$ cat src/rtl/core/jqd_pkg.sv
`timescale 1ns / 1ps
// Shared types and codes for the job queue with selectable removal order.
// No dependencies; imported by the core module (jqd_ram does not use it).
package jqd_pkg;

	localparam int DEPTH_DEF    = 16;
	localparam int TAG_BITS_DEF = 16;

	// removal order codes held in the discipline register
	localparam logic [1:0] DISC_OLDEST = 2'd0;
	localparam logic [1:0] DISC_NEWEST = 2'd1;
	localparam logic [1:0] DISC_RANDOM = 2'd2;

	localparam logic CMD_INSERT   = 1'b0;
	localparam logic CMD_RETRIEVE = 1'b1;

	typedef enum logic [1:0] {
		ST_OK    = 2'd0,
		ST_FULL  = 2'd1,
		ST_EMPTY = 2'd2,
		ST_RANGE = 2'd3
	} status_t;

	// what the item in flight does to the storage
	typedef enum logic [1:0] {
		OP_NONE,
		OP_INSERT,
		OP_TAKE,
		OP_SWAP
	} op_t;

	typedef struct packed {
		logic        command;
		logic [15:0] job_tag;
		logic [3:0]  random_index;
	} item_t;

	typedef struct packed {
		logic [15:0] tag_out;
		logic        tag_valid;
		status_t     status;
		logic [4:0]  fill_count;
	} result_t;

endpackage

$ cat src/rtl/core/jqd_ram.sv
`timescale 1ns / 1ps
// Generic RAM: one write port, two read ports with registered read data.
// A read at the address being written returns the old contents. No dependencies.
module jqd_ram #(
	parameter int WIDTH = 16,
	parameter int DEPTH = 16
) (
	input  logic                     clk,
	input  logic                     we,
	input  logic [$clog2(DEPTH)-1:0] waddr,
	input  logic [WIDTH-1:0]         wdata,
	input  logic [$clog2(DEPTH)-1:0] raddr_a,
	output logic [WIDTH-1:0]         rdata_a,
	input  logic [$clog2(DEPTH)-1:0] raddr_b,
	output logic [WIDTH-1:0]         rdata_b
);

	logic [WIDTH-1:0] mem [DEPTH];

	always_ff @(posedge clk) begin
		if (we) begin
			mem[waddr] <= wdata;
		end
		rdata_a <= mem[raddr_a];
		rdata_b <= mem[raddr_b];
	end

endmodule

$ cat src/rtl/core/job_queue_with_discipline_core.sv
`timescale 1ns / 1ps
// Job queue top level: control, pointer update, bypass and result register.
// Depends on jqd_pkg and jqd_ram.
//
// Usage:
//   Command channel: drive item and raise start; the item is taken at the
//   clock edge where start is high and busy is low. busy stays low, so one
//   item may be issued every cycle.
//   Result channel: done is high for exactly one cycle with result valid;
//   every item yields one result, registered through stage 1 and then the
//   result register. Throughput is one item per cycle, set by the single
//   pass through the pointer logic and one read of the two-read-port
//   storage.
//   The receiver cannot stall: results are dropped if not taken when shown.
//   Config: APB register 0 (byte address 0) selects the removal order:
//   0 oldest first, 1 newest first, 2 random index, 3 as oldest first.
//   Write it only while no item is in flight.
//   Reset: arst_n clears the queue to empty, head to slot 0, order to oldest
//   first. Storage is not cleared; only written slots are ever read.
module job_queue_with_discipline_core #(
	parameter int DEPTH    = jqd_pkg::DEPTH_DEF,
	parameter int TAG_BITS = jqd_pkg::TAG_BITS_DEF
) (
	input  logic                  clk,
	input  logic                  arst_n,
	input  logic                  start,
	output logic                  busy,
	input  jqd_pkg::item_t        item,
	output logic                  done,
	output jqd_pkg::result_t      result,
	input  logic                  psel,
	input  logic                  penable,
	input  logic                  pwrite,
	input  logic [2:0]            paddr,
	input  logic [31:0]           pwdata,
	output logic [31:0]           prdata,
	output logic                  pready
);

	import jqd_pkg::*;

	localparam int AW = $clog2(DEPTH);
	localparam int CW = $clog2(DEPTH + 1);
	localparam int IW = (CW > 4) ? CW : 4;
	localparam int SW = (TAG_BITS < 16) ? TAG_BITS : 16;

	function automatic logic [AW-1:0] slot_of(input logic [AW-1:0] head,
			input logic [CW-1:0] offset);
		logic [AW:0] sum;
		sum = (AW+1)'(head) + (AW+1)'(offset);
		if (sum >= (AW+1)'(DEPTH)) begin
			sum = sum - (AW+1)'(DEPTH);
		end
		return sum[AW-1:0];
	endfunction

	// control state
	logic [1:0]    disc_q;
	logic [CW-1:0] occ_q;
	logic [AW-1:0] head_q;

	// stage 1
	logic          v_s1;
	op_t           op_s1;
	status_t       st_s1;
	logic [CW-1:0] occ_s1;
	logic [AW-1:0] wa_s1;
	logic [SW-1:0] tag_s1;
	logic          byp_a_s1;
	logic          byp_b_s1;
	logic [SW-1:0] bd_s1;

	// result
	logic    done_q;
	result_t res_q;

	logic          accept;
	logic          cfg_wr;
	logic [AW-1:0] last_slot;
	logic [AW-1:0] tail_slot;
	logic [AW-1:0] pick_slot;
	op_t           op_d;
	status_t       st_d;
	logic [CW-1:0] occ_d;
	logic [AW-1:0] head_d;
	logic [AW-1:0] ra_d;
	logic [AW-1:0] wa_d;
	logic [SW-1:0] ram_a;
	logic [SW-1:0] ram_b;
	logic [SW-1:0] rd_a;
	logic [SW-1:0] rd_b;
	logic          we;
	logic [SW-1:0] wd;
	logic          take;

	assign busy   = 1'b0;
	assign accept = start & ~busy;
	assign pready = 1'b1;
	assign cfg_wr = psel & penable & pwrite & pready & ~paddr[2];
	assign prdata = paddr[2] ? 32'd0 : {30'd0, disc_q};

	always_ff @(posedge clk or negedge arst_n) begin
		if (!arst_n) begin
			disc_q <= DISC_OLDEST;
		end else if (cfg_wr) begin
			disc_q <= pwdata[1:0];
		end
	end

	assign last_slot = slot_of(head_q, occ_q - CW'(1));
	assign tail_slot = slot_of(head_q, occ_q);
	assign pick_slot = slot_of(head_q, CW'(item.random_index));

	always_comb begin
		op_d   = OP_NONE;
		st_d   = ST_OK;
		occ_d  = occ_q;
		head_d = head_q;
		ra_d   = head_q;
		wa_d   = tail_slot;
		if (item.command == CMD_INSERT) begin
			if (occ_q == CW'(DEPTH)) begin
				st_d = ST_FULL;
			end else begin
				op_d  = OP_INSERT;
				occ_d = occ_q + CW'(1);
			end
		end else if (occ_q == '0) begin
			st_d = ST_EMPTY;
		end else if (disc_q == DISC_NEWEST) begin
			op_d  = OP_TAKE;
			ra_d  = last_slot;
			occ_d = occ_q - CW'(1);
		end else if (disc_q == DISC_RANDOM) begin
			if (IW'(item.random_index) >= IW'(occ_q)) begin
				st_d = ST_RANGE;
			end else begin
				// fill the hole with the last job
				op_d  = OP_SWAP;
				ra_d  = pick_slot;
				wa_d  = pick_slot;
				occ_d = occ_q - CW'(1);
			end
		end else begin
			op_d   = OP_TAKE;
			head_d = slot_of(head_q, CW'(1));
			occ_d  = occ_q - CW'(1);
		end
	end

	always_ff @(posedge clk or negedge arst_n) begin
		if (!arst_n) begin
			occ_q  <= '0;
			head_q <= '0;
		end else if (accept) begin
			occ_q  <= occ_d;
			head_q <= head_d;
		end
	end

	jqd_ram #(
		.WIDTH (SW),
		.DEPTH (DEPTH)
	) u_ram (
		.clk     (clk),
		.we      (we),
		.waddr   (wa_s1),
		.wdata   (wd),
		.raddr_a (ra_d),
		.rdata_a (ram_a),
		.raddr_b (last_slot),
		.rdata_b (ram_b)
	);

	// forward the write that lands at the same edge as the read
	assign rd_a = byp_a_s1 ? bd_s1 : ram_a;
	assign rd_b = byp_b_s1 ? bd_s1 : ram_b;
	assign we   = v_s1 & ((op_s1 == OP_INSERT) | (op_s1 == OP_SWAP));
	assign wd   = (op_s1 == OP_SWAP) ? rd_b : tag_s1;
	assign take = (op_s1 == OP_TAKE) | (op_s1 == OP_SWAP);

	always_ff @(posedge clk or negedge arst_n) begin
		if (!arst_n) begin
			v_s1     <= 1'b0;
			op_s1    <= OP_NONE;
			byp_a_s1 <= 1'b0;
			byp_b_s1 <= 1'b0;
		end else begin
			v_s1     <= accept;
			op_s1    <= accept ? op_d : OP_NONE;
			byp_a_s1 <= we & (wa_s1 == ra_d);
			byp_b_s1 <= we & (wa_s1 == last_slot);
		end
	end

	always_ff @(posedge clk) begin
		st_s1  <= st_d;
		occ_s1 <= occ_d;
		wa_s1  <= wa_d;
		tag_s1 <= item.job_tag[SW-1:0];
		bd_s1  <= wd;
	end

	always_ff @(posedge clk or negedge arst_n) begin
		if (!arst_n) begin
			done_q <= 1'b0;
		end else begin
			done_q <= v_s1;
		end
	end

	always_ff @(posedge clk) begin
		res_q.tag_out    <= take ? 16'(rd_a) : 16'd0;
		res_q.tag_valid  <= take;
		res_q.status     <= st_s1;
		res_q.fill_count <= 5'(occ_s1);
	end

	assign done   = done_q;
	assign result = res_q;

endmodule
$ cat config.mk
export PLATFORM = sky130hd
export DESIGN_NAME = job_queue_with_discipline_core
export DESIGN_NICKNAME = d
export VERILOG_FILES = /design/src/rtl/core/jqd_pkg.sv /design/src/rtl/core/jqd_ram.sv /design/src/rtl/core/job_queue_with_discipline_core.sv
export SDC_FILE = /design/constraint.sdc
export NUM_CORES = 1
export LEC_CHECK = 0
export BUFFER_PORTS_ARGS = -buffer_cell sky130_fd_sc_hd__buf_2
export CAP_MARGIN = 0
export CORE_MARGIN = 10
export CORE_UTILIZATION = 65
export DETAILED_ROUTE_END_ITERATION = 16
export GPL_ROUTABILITY_DRIVEN = 0
export PLACE_DENSITY = 0.85
export SYNTH_ARGS = -nofsm -noshare
export SYNTH_HDL_FRONTEND = slang
export SYNTH_HIERARCHICAL = 1
export SYNTH_SLANG_ARGS = --single-unit
export TNS_END_PERCENT = 10
$ cat constraint.sdc
create_clock -name clk -period 9.9 [get_ports clk]
set_clock_uncertainty 0.05 [all_clocks]
set_input_delay 1.98 -clock clk [delete_from_list [all_inputs] [get_ports clk]]
set_output_delay 1.98 -clock clk [all_outputs]
set_load 0.03 [all_outputs]
; Word-level counts from Yosys, hierarchy flattened
; Memory sizes are Yosys's and may differ from the RTL's. A register that Yosys moved wholly into a read port is not among the register bits.
; Index checks and enable logic that the tools add are counted.
; W data, S select, Z words.
[totals]
inputBits = 62
latchBits = 0
word_cells = 94
n_memories = 1
output_inout_bits = 59
reg_bits = 84
ramBits = 256
rom_bits = 0
[classes]
mux = 39
n_eq_ne = 8
addsub = 10
n_bitwise = 12
reduce_logical = 2
n_shift = 0
order_cmp = 5
n_mul = 0
n_div = 0
[memory_table]
columns = memory, depth, word_bits, read_ports, rd_ports_with_merged_regs, write_ports, line
row1 = u_ram.mem, 16, 16, 2, 2, 1, jqd_ram.sv:18  ; logic [WIDTH-1:0] mem [DEPTH];
[op_table]
columns = cell, count
row1 = $mux W4, 14
row2 = $mux W16, 3
row3 = $mux W5, 6
row4 = $mux W2, 12
row5 = $ge A5 B5 Y1 const B, 4
row6 = $sub A4 B1 Y4 const B, 4
row7 = $add A4 B5 Y5, 2
row8 = $eq A4 B4 Y1, 2
row9 = $and A1 B1 Y1, 6
row10 = $eq A2 B2 Y1 const B, 3
row11 = $add A4 B1 Y5 const B, 1
row12 = $add A4 B4 Y5, 1
row13 = $add A5 B1 Y5 const B, 1
row14 = $eq A5 B5 Y1 const B, 1
row15 = $ge A4 B5 Y1, 1
row16 = $logic_not A5 Y1, 1
row17 = $reduce_and A5 Y1, 1
row18 = $sub A5 B1 Y5 const B, 1
row19 = $eq A2 B1 Y1 const B, 2
row20 = $mux W1, 4
row21 = $not A1 Y1, 4
row22 = $or A1 B1 Y1, 2

; Depth between registers and ports, before layout
; Gate-level depths: netlist of run 1.
[depth]
word_depth = 10
ltp_mapped = 14
mapped_depth_nobuf = 11

; By module
; Netlist of run 1, hierarchy kept.
[modules_own_cells]
columns = mod, area_per_inst_um2, cells_per_inst, n_inst, seq_area_each_um2
row1 = jqd_ram, 12360.6, 585, 1, 8328.0
row2 = job_queue_with_discipline_core, 3942.5, 381, 1, 1766.7

; Least setup slack after synthesis of run 1
; No wires, ideal clock.
[synth_path]
path_type = input port to flip-flop
from = input item[1] (netlist bit)
to = register u_ram.rdata_a[13], read port of u_ram.mem
slack_ns = 5.248
path_buffers = 2
cell_stages = 10
t_arrival_ns = 4.482
setup_time_ns = 0.120
required_ns = 9.730
path_cell_list = ha_1 > or4b_1 > a21o_1 > a31oi_1 > o221a_2 > clkbuf_2 > buf_1 > mux4_2 > a22oi_1 > nand2_1
[synth_via]
elab_chain_len = 8
word_cells_on_any_way = 10
classes_between = add/sub (2) / order compare (2) / mux (6)
[synth_rtl]
columns = element, line
row1 = "start, declared", job_queue_with_discipline_core.sv:28  ; input jqd_pkg::item_t item,
row2 = $add A4 B4 Y5, job_queue_with_discipline_core.sv:50  ; sum = (AW+1)'(head) + (AW+1)'(offset);
row3 = $sub A4 B1 Y4 or $ge A5 B5 Y1 (tied branches), "job_queue_with_discipline_core.sv:52, job_queue_with_discipline_core.sv:51"
row4 = $mux W4, job_queue_with_discipline_core.sv:51  ; if (sum >= (AW+1)'(DEPTH)) begin
row5 = $mux W4 *, job_queue_with_discipline_core.sv:135  ; if (IW'(item.random_index) >= IW'(occ_q)) begin
row6 = $mux W4 *, job_queue_with_discipline_core.sv:134  ; end else if (disc_q == DISC_RANDOM) begin
row7 = $mux W4 *, job_queue_with_discipline_core.sv:130  ; end else if (disc_q == DISC_NEWEST) begin
row8 = $mux W4 *, job_queue_with_discipline_core.sv:128  ; end else if (occ_q == '0) begin
row9 = $mux W4 *, job_queue_with_discipline_core.sv:121  ; if (item.command == CMD_INSERT) begin
row10 = via ra_d[1], job_queue_with_discipline_core.sv:86  ; logic [AW-1:0] ra_d;
row11 = "end, declared", jqd_ram.sv:13  ; output logic [WIDTH-1:0] rdata_a,
; Mark *: on every way through the listed nets, which the timed path passes. The rest lies on a longest branch.
; A chain may end at the register's enable or synchronous reset.

; Worst setup path in the final report of run 1
[layout_path]
from = input item[1] (netlist bit)
to = register u_ram.rdata_a[8], read port of u_ram.mem
[layout_via]
elab_chain_len = 8
word_cells_on_any_way = 10
classes_between = add/sub (2) / order compare (2) / mux (6)
[layout_rtl]
columns = element, line
row1 = $add A4 B4 Y5, job_queue_with_discipline_core.sv:50
row2 = $ge A5 B5 Y1, job_queue_with_discipline_core.sv:51
row3 = $mux W4, job_queue_with_discipline_core.sv:51
row4 = $mux W4 *, job_queue_with_discipline_core.sv:135
row5 = $mux W4 *, job_queue_with_discipline_core.sv:134
row6 = $mux W4 *, job_queue_with_discipline_core.sv:130
row7 = $mux W4 *, job_queue_with_discipline_core.sv:128
row8 = $mux W4 *, job_queue_with_discipline_core.sv:121
row9 = via ra_d[0], job_queue_with_discipline_core.sv:86
; Marks and branches as above.

==> results of run 1 <==
-- power by group through the flow --
stage          registers [mW]  clock network, mW  logic, mW
2_1_floorplan            2.05                  0       2.68
3_3_place_gp             2.04                  0       3.39
3_5_place_dp             2.05                  0       3.46
4_1_cts                  2.02               1.47       3.54
5_1_grt                  2.04               1.53       3.80
6_report                 2.03               1.46       3.60
-- layout make-up --
type,instances,area [um2],share of cell area
flip-flops and latches,372,10100,0.561
multi-input cells,514,5670,0.315
clock buffers,46,1010,0.0562
repair buffers,85,498,0.0277
well taps,324,405,0.0225
clock inverters,22,262,0.0145
inverters,18,68.8,0.00382
-- synth_stat cells (all sizes together) (3+ instances only) --
| library cell | instances | share of area |
|---|---|---|
| a21o | 5 | 0.0023 |
| a21oi | 34 | 0.011 |
| a22oi | 65 | 0.030 |
| a31oi | 5 | 0.0019 |
| and2 | 4 | 0.0015 |
| buf | 68 | 0.031 |
| clkbuf | 22 | 0.0058 |
| dfrtp | 17 | 0.026 |
| dfxtp | 99 | 0.12 |
| edfxtp | 256 | 0.47 |
| fa | 3 | 0.0037 |
| ha | 19 | 0.015 |
| inv | 18 | 0.0041 |
| mux2 | 4 | 0.0028 |
| mux2i | 34 | 0.021 |
| mux4 | 128 | 0.18 |
| nand2 | 40 | 0.0094 |
| nand2b | 5 | 0.0019 |
| nand3 | 10 | 0.0031 |
| nor2 | 40 | 0.0092 |
| nor2b | 22 | 0.0084 |
| nor3 | 9 | 0.0035 |
| xnor2 | 11 | 0.0059 |
| xor2 | 12 | 0.0064 |
-- critical path, delay by kind of cell --
family                     cells  cell delay [ns]
buffers and inverters          3             1.37
and+or+nand+nor                4             0.97
adders and majority gates      1             0.24
muxes                          1             0.66
AOI/OAI and AO/OA              2             0.56
-- metrics by stage --
stage                     instances  area, um2
after floorplan                 996      16400
after global placement         1312      16700
after detailed placement       1312      16700
after CTS                      1380      18000
after global routing           1381      18000
final                          1381      18000
-- state kept, by name, summed over array words and instances (netlist names) --
signal,count
u_ram/rdata_b,16
head_q,4
u_ram/mem,256
wa_s1,4
u_ram/rdata_a,16
bd_s1,16
result,24
v_s1,1
op_s1,2
byp_b_s1,1
done,1
disc_q,2
st_s1,2
occ_s1,5
tag_s1,16
byp_a_s1,1
occ_q,5
-- logic make-up after synthesis --
| logic type | Yosys count | synth area share |
|---|---|---|
| compound gates | 127 | 0.0560 |
| xor+xnor | 23 | 0.0124 |
| simple gates | 144 | 0.0447 |
| other cells | 2 | 0.000461 |
| mux | 166 | 0.206 |
| buf+inv | 110 | 0.0427 |
| flops | 372 | 0.619 |
| fa+ha+maj | 22 | 0.0183 |
-- layer usage --
metal  GRT usage  part of all wire  vias to the layer above
met4       0.122             0.042                        0
li1            -                 -                     3907
met1       0.317              0.34                     4789
met3      0.0615              0.14                      138
met5           0                 0                        -
met2       0.408              0.48                      805
-- how the worst min path moves through the flow --
stage,to,slack (ns),cells past startpoint
final,result[4],0.28,0
after global routing,result[4],0.28,0
after CTS,result[6],0.28,0
after detailed placement,result[6],0.26,0
after global placement,result[2],0.26,0
after floorplan,result[0],0.26,0
==> results.cfg, run 1 <==
[cts]
hold_buffers = 0
path_clk_slew_ns = 0.06
cts_setup_buffers = 0
clockBufferDepth = 3
cts_resized = 0
tritoncts = built
cts_root_buf = clkbuf_16
cts-buffers-inserted = 37
clock-sinks = 372
htreeDepth = 2
clk_latency_ns = 0.55

[setup_path]
reg2reg_depth = 11
setup.worst_path.end_class = register
regToRegEndpoint = u_ram/rdata_a[8]
timing.rr.start = occ_q[1]
start_kind = input port
worstPathArrival_ns = 5.81
cp_common_cell = buf_4
r2r_slack_ns = 5.32
crit_end = u_ram/rdata_a[8]
critical_path_class = in -> reg
worstSetupStartpoint = item[1]
max_stage_delay_ns = 0.70
path_cells = buf_2 > ha_1 > or4b_1 > a21o_1 > nor4bb_1 > nor3_4 > buf_4 > buf_4 > mux4_1 > a22oi_1 > nand2_1
cp_max_fo = 36
required_ns = 10.27
cp_slowest_cell = buf_4

[synthesis]
avgSynthCellArea_um2 = 16.9
ys_warn_count = 6
synth-edff-count = 256
synth.cell_area_um2 = 16300
synth_cell_types = 61
synth_flop_cell = edfxtp_1
ys_seq_elements = 372
synthCells = 966
ys_seq_area_frac = 0.619
postSynth.asyncResetShare = 0.0457

[detailed_routing]
avgViaCountPerCell = 6.98
drt_iter0_drc = 1371
drtPass1Iterations = 5
vias = 9639
detail-route-antenna-nets = 0
drcViolationCount = 0
avgRoutedWirePerCell_um = 28.8
routed_wl_um = 39800

[cells_and_area]
layout-drive-gt1-share = 0.258
final_common_cell = edfxtp_1
post-route-util = 0.734
most-common-layout-cells = edfxtp_1 (256), mux4_2 (102), dfxtp_1 (99)
final_nets = 1112
diodes = 0
layout-area-overhead-vs-synth_pct = 10.4
fillers = 1381

[timing]
period_needed_ns = 5.44
setup_ws_ns = 4.46
setup_violations = 0
period_share = 0.549
tightest_slew_ns = 1.49
fmax_mhz = 184
holdWs_ns = 0.277
hold_violations = 0
finalMaxSlewViolations = 0
setup_tns_ns = 0
grt_setup_unrepaired = false
relSlewSlack = 0.00785

[outcome]
violations = capacitance limit
status = complete, but fails checks

[pwr]
internal_power_mw = 4.27
switching_share = 0.398
comb_power_share = 0.508
p_switching_mw = 2.82
totalPowerFinal_mw = 7.09
clockPowerShare = 0.206
p_per_area_nw_per_um2 = 394
pwr-share-seq = 0.286
irDropWorstVdd_mv = 0.274
cellLeakagePower_nw = 6.39

[placement]
dp_worst_setup_slack_ns = 3.95
portBuffers = 56
dpl.hpwl_um = 22800

[floorplanning]
core-area_um2 = 24500
dieWidth_um = 178
ioPinCount = 121
num_rows = 57
dieArea_um2 = 31800
start_util = 0.665
fp.dieH_um = 178

[min_path]
min_from = occ_s1[4]
min_path_type = reg -> reg

[global_routing]
grt_pass1_wl_um = 60000
grt.overflow.total = 0
track_usage = 0.253
grt_pass1_vias = 9986
grt_max_degree = 66
antenna_found_initial = 0

[run]
max_cap_viol_count = 1
No activity file was read; power rests on OpenSTA's default activity.
==> run 2, diff against run 1 <==
--- a/config.mk
+++ b/config.mk
@@ -8,10 +8,10 @@
 export BUFFER_PORTS_ARGS = -buffer_cell sky130_fd_sc_hd__buf_2
 export CAP_MARGIN = 0
 export CORE_MARGIN = 10
-export CORE_UTILIZATION = 65
+export CORE_UTILIZATION = 60
 export DETAILED_ROUTE_END_ITERATION = 16
 export GPL_ROUTABILITY_DRIVEN = 0
-export PLACE_DENSITY = 0.85
+export PLACE_DENSITY = 0.8
 export SYNTH_ARGS = -nofsm -noshare
 export SYNTH_HDL_FRONTEND = slang
 export SYNTH_HIERARCHICAL = 1
==> constraint.sdc (replaced) <==
create_clock -name clk -period 5.3 [get_ports clk]
set_clock_uncertainty 0.05 [all_clocks]
set_input_delay 1.06 -clock clk [delete_from_list [all_inputs] [get_ports clk]]
set_output_delay 1.06 -clock clk [all_outputs]
set_load 0.03 [all_outputs]
==> run 2 against run 1 <==
The run now ends clean. Sequential cell count unchanged. Cell count up 1.3%. Utilization down 6.6 points. Sequential power up 86%. Design area down 0.26%. Clock power up 71%. Worst hold slack worse by 0.0012 ns. Combinational power up 80%. Wire length down 8.3%. Global-route usage down 3.8 points. Register-to-register slack worse by 3.8 ns. Largest cell class unchanged.
==> results.cfg, run 2 (synthesis results as in run 1) <==
[outcome]
status = finished clean

[global_routing]
grt_pass1_wl_um = 55300
grt_max_degree = 66
grt_pass1_vias = 9542
grt.overflow.total = 0
track_usage = 0.214
antenna_found_initial = 0

[cts]
cts_root_buf = clkbuf_16
clock-sinks = 372
cts_resized = 0
clockBufferDepth = 3
tritoncts = built
cts_setup_buffers = 0
cts-buffers-inserted = 38
clk_latency_ns = 0.53
htreeDepth = 2
hold_buffers = 0
path_clk_slew_ns = 0.06

[detailed_routing]
avgViaCountPerCell = 6.54
drcViolationCount = 0
drt_iter0_drc = 1017
detail-route-antenna-nets = 0
avgRoutedWirePerCell_um = 26.1
routed_wl_um = 36400
vias = 9145
drtPass1Iterations = 5

[placement]
dpl.hpwl_um = 22400
post_dp_cell_area_um2 = 16800
dp_worst_setup_slack_ns = 1.11
placed_cells = 1330
portBuffers = 56

[pwr]
p_per_area_nw_per_um2 = 710
irDropWorstVdd_mv = 0.882
cellLeakagePower_nw = 6.33
totalPowerFinal_mw = 12.7

[floorplanning]
dieArea_um2 = 34200
start_util = 0.607
num_rows = 60
dieWidth_um = 185
core-area_um2 = 26900
ioPinCount = 121
fp.dieH_um = 185

[min_path]
min_path_type = reg -> reg

[setup_path]
setup.worst_path.end_class = register
critical_path_class = reg -> reg
start_kind = register
worstPathArrival_ns = 4.22
cp_max_fo = 9
required_ns = 5.71

[run]
max_cap_viol_count = 0

[cells_and_area]
instances_no_fill = 1399
final_area_um2 = 18000
fillers = 1730
post-route-util = 0.668
most-common-layout-cells = edfxtp_1 (256), mux4_2 (102), dfxtp_1 (99)
layout-area-overhead-vs-synth_pct = 10.2
layout-drive-gt1-share = 0.257
diodes = 0
final_common_cell = edfxtp_1
final_nets = 1113
largest_reg_flops = 256
largest_register = u_ram/mem

[timing]
grt_setup_unrepaired = false
holdWs_ns = 0.275
period_needed_ns = 3.81
finalMaxSlewViolations = 0
hold_violations = 0
setup_violations = 0
period_share = 0.718
setup_ws_ns = 1.49
tightest_slew_ns = 1.25
setup_tns_ns = 0
fmax_mhz = 263
relSlewSlack = 0.165
[run 2: cell count changes in the layout (fill, tap and decap cells not counted), moves of 2 or more]
| cell | before | now |
|---|---|---|
| buf_12 | 0 | 2 |
| buf_4 | 29 | 27 |
| bufinv_16 | 5 | 1 |
| clkbuf_1 | 5 | 13 |
| clkbuf_8 | 3 | 1 |
| clkinv_1 | 5 | 8 |
| clkinv_2 | 9 | 3 |
| nor2_1 | 38 | 28 |
| nor2_2 | 2 | 12 |
[run 2: layout make-up]
type	count	area (um2)	share of cell area
Inverter	18	67.6	0.00376
Clock inverter	16	121	0.00676
Clock buffer	53	1040	0.0578
Tap cell	341	427	0.0238
Multi-Input combinational cell	514	5690	0.317
Timing Repair Buffer	85	523	0.0291
Sequential cell	372	10100	0.562
[run 2: final timing paths]
path	start	end	slack [ns]	depth (start not counted)
max in group asynchronous	arst_n	disc_q[0]	4.48	1
min	occ_s1[0]	result[0]	0.28	0
max	occ_q[0]	u_ram/rdata_a[13]	1.49	12
max reg2reg	occ_q[0]	u_ram/rdata_a[13]	1.49	12
min in group asynchronous	arst_n	occ_q[2]	0.42	1
min reg2reg	occ_s1[0]	result[0]	0.28	0
[run 2: report_power, final]
group          total (mW)  switching, mW  internal [mW]
registers            3.77          0.230           3.54
clock network        2.49           1.06           1.43
logic                6.48           3.63           2.85
[run 2: worst max-delay path: stages (launching register included)]
cell	delay, ns
dfrtp_1	0.50
inv_1	0.19
ha_1	0.45
inv_1	0.07
ha_1	0.27
a21o_1	0.17
a21oi_1	0.18
xnor2_1	0.21
o221a_2	0.39
nor2b_1	0.70
buf_4	0.35
a22oi_1	0.13
nand2_1	0.08
[run 2: per-layer routing]
layer | share of wire | track usage
met4 | 0.032 | 0.0770
met3 | 0.086 | 0.0408
met1 | 0.36 | 0.258
met2 | 0.52 | 0.377
met5 | 0 | 0
==> run 3, diff against run 2 <==
==> constraint.sdc (replaced) <==
create_clock -name clk -period 3.59 [get_ports clk]
set_clock_uncertainty 0.05 [all_clocks]
set_input_delay 0.718 -clock clk [delete_from_list [all_inputs] [get_ports clk]]
set_output_delay 0.718 -clock clk [all_outputs]
set_load 0.03 [all_outputs]
==> run 3 against run 2 <==
Register-to-register slack worse by 1.1 ns. Sequential power grew 46%. Via count grew 2.1%. Utilization grew 1.6 points. Cell count grew 3.1%. Sequential cell count did not move. Sequential share of layout area decreased by 1.3 points. Worst hold slack worse by 0.20 ns. Wire length is 5.3% higher.
==> results.cfg, run 3 (synthesis results as in run 1) <==
[pwr]
totalPowerFinal_mw = 19.4
cellLeakagePower_nw = 6.58
p_switching_mw = 7.52
clockPowerShare = 0.192
comb_power_share = 0.525
p_per_area_nw_per_um2 = 1060
irDropWorstVdd_mv = 0.973
switching_share = 0.387
pwr-share-seq = 0.283
internal_power_mw = 11.9

[global_routing]
grt_pass1_vias = 9786
grt.overflow.total = 0
antenna_found_initial = 0
track_usage = 0.227
grt_pass1_wl_um = 57600
grt_max_degree = 67

[cts]
hold_buffers = 0
path_clk_slew_ns = 0.06
htreeDepth = 2
clk_latency_ns = 0.53
cts_resized = 0
cts-buffers-inserted = 38
cts_root_buf = clkbuf_16
tritoncts = built
cts_setup_buffers = 0
clockBufferDepth = 3
clock-sinks = 372

[timing]
setup_tns_ns = 0
fmax_mhz = 308
setup_violations = 0
hold_violations = 0
grt_setup_unrepaired = false
tightest_slew_ns = 0.814
period_share = 0.904
relSlewSlack = 0.457
period_needed_ns = 3.24
finalMaxSlewViolations = 0

[detailed_routing]
detail-route-antenna-nets = 0
drtPass1Iterations = 5
vias = 9338
drt_iter0_drc = 976
drcViolationCount = 0
avgViaCountPerCell = 6.47
routed_wl_um = 38400
avgRoutedWirePerCell_um = 26.6

[cells_and_area]
register_area_um2 = 10100
final_common_cell = edfxtp_1
most-common-layout-cells = edfxtp_1 (256), mux4_2 (102), dfxtp_1 (99)
largest_reg_flops = 256
diodes = 0
multiInputGateArea_um2 = 5690
post-route-util = 0.684
fillers = 1704
instances_no_fill = 1443
final_nets = 1156
layout-drive-gt1-share = 0.289
largest_register = u_ram/mem
layout-area-overhead-vs-synth_pct = 12.8

[placement]
portBuffers = 56
placed_cells = 1373
dpl.hpwl_um = 23000

[setup_path]
cp_max_fo = 8
required_ns = 3.94
timing.rr.start = occ_q[0]
start_kind = register
setup.worst_path.end_class = register
cp_slowest_cell = mux4_2
path_cells = inv_1 > ha_1 > or4b_4 > nand2_2 > a21oi_1 > nor3_4 > buf_12 > buf_4 > mux4_2 > a22oi_1 > nand2_1
max_stage_delay_ns = 0.56
worstPathArrival_ns = 3.60
critical_path_class = reg -> reg
r2r_slack_ns = 0.35
critical_path.top_delay_family = simple AND/OR/NAND/NOR gates
crit_buf_inv = 3
regToRegEndpoint = u_ram/rdata_a[15]
reg2reg_depth = 11

[floorplanning]
start_util = 0.607
ioPinCount = 121
fp.dieH_um = 185
core-area_um2 = 26900
dieArea_um2 = 34200
dieWidth_um = 185
num_rows = 60

[min_path]
min_path_type = in -> async

[run]
max_cap_viol_count = 0

[outcome]
status = finished clean
[run 3: cell types whose count changed in the layout (fill, tap and decap cells not counted), moves of 2 or more]
cell / before / now
buf_12: 2 / 9
buf_4: 27 / 63
clkbuf_1: 13 / 15
clkinv_1: 8 / 4
clkinv_2: 3 / 5
[run 3: final cells by class]
cell class / instances / area share
clock buffer: 56 / 0.0576
clock inverter: 14 / 0.00626
inverter: 18 / 0.00368
multi-input combinational: 514 / 0.309
sequential: 372 / 0.549
tap: 341 / 0.0232
timing repair buffer: 128 / 0.0508
[run 3: worst reg2reg max path, cell delays in order (launching register included)]
cell     delay [ns]
dfrtp_1        0.38
inv_1          0.18
ha_1           0.25
or4b_4         0.53
nand2_2        0.14
a21oi_1        0.12
nor3_4         0.18
buf_12         0.17
buf_4          0.24
mux4_2         0.56
a22oi_1        0.22
nand2_1        0.09
[run 3: how the worst max path moves through the flow]
stage	to	cells after the start	startpoint
global route	u_ram/rdata_a[15]	12	occ_q[1]
global placement	u_ram/rdata_a[8]	11	item[1]
CTS	u_ram/rdata_a[15]	11	occ_q[0]
finish	u_ram/rdata_a[15]	11	occ_q[0]
detailed placement	u_ram/rdata_a[15]	11	item[1]
floorplan	u_ram/rdata_a[13]	10	item[1]
[run 3: power by group through the flow]
stage                     combinational [mW]  sequential (mW)  clock [mW]
final                                   10.2             5.50        3.74
after global routing                    10.9             5.55        3.96
after CTS                               10.1             5.50        3.78
after detailed placement                9.91             5.57           0
after global placement                  9.69             5.55           0
after floorplan                         7.40             5.65           0
[run 3: layer usage]
metal / wire [um] / up-vias / track usage
met4: 1420 / 0 / 0.0842
met1: 13300 / 4676 / 0.273
met2: 19800 / 549 / 0.399
met3: 3810 / 105 / 0.0449
met5: 0 / - / 0
li1: - / 4008 / -
[run 3: metrics by stage]
step | area (um2) | worst slack (ns) | hold slack (ns)
finish | 18400 | 0.345 | 0.0749
global route | 18400 | 0.162 | 0.0896
CTS | 18400 | 0.366 | 0.0689
detailed placement | 17200 | 0.0396 | 0.265
global placement | 17200 | 0.0717 | 0.260
floorplan | 16400 | 0.200 | 0.260
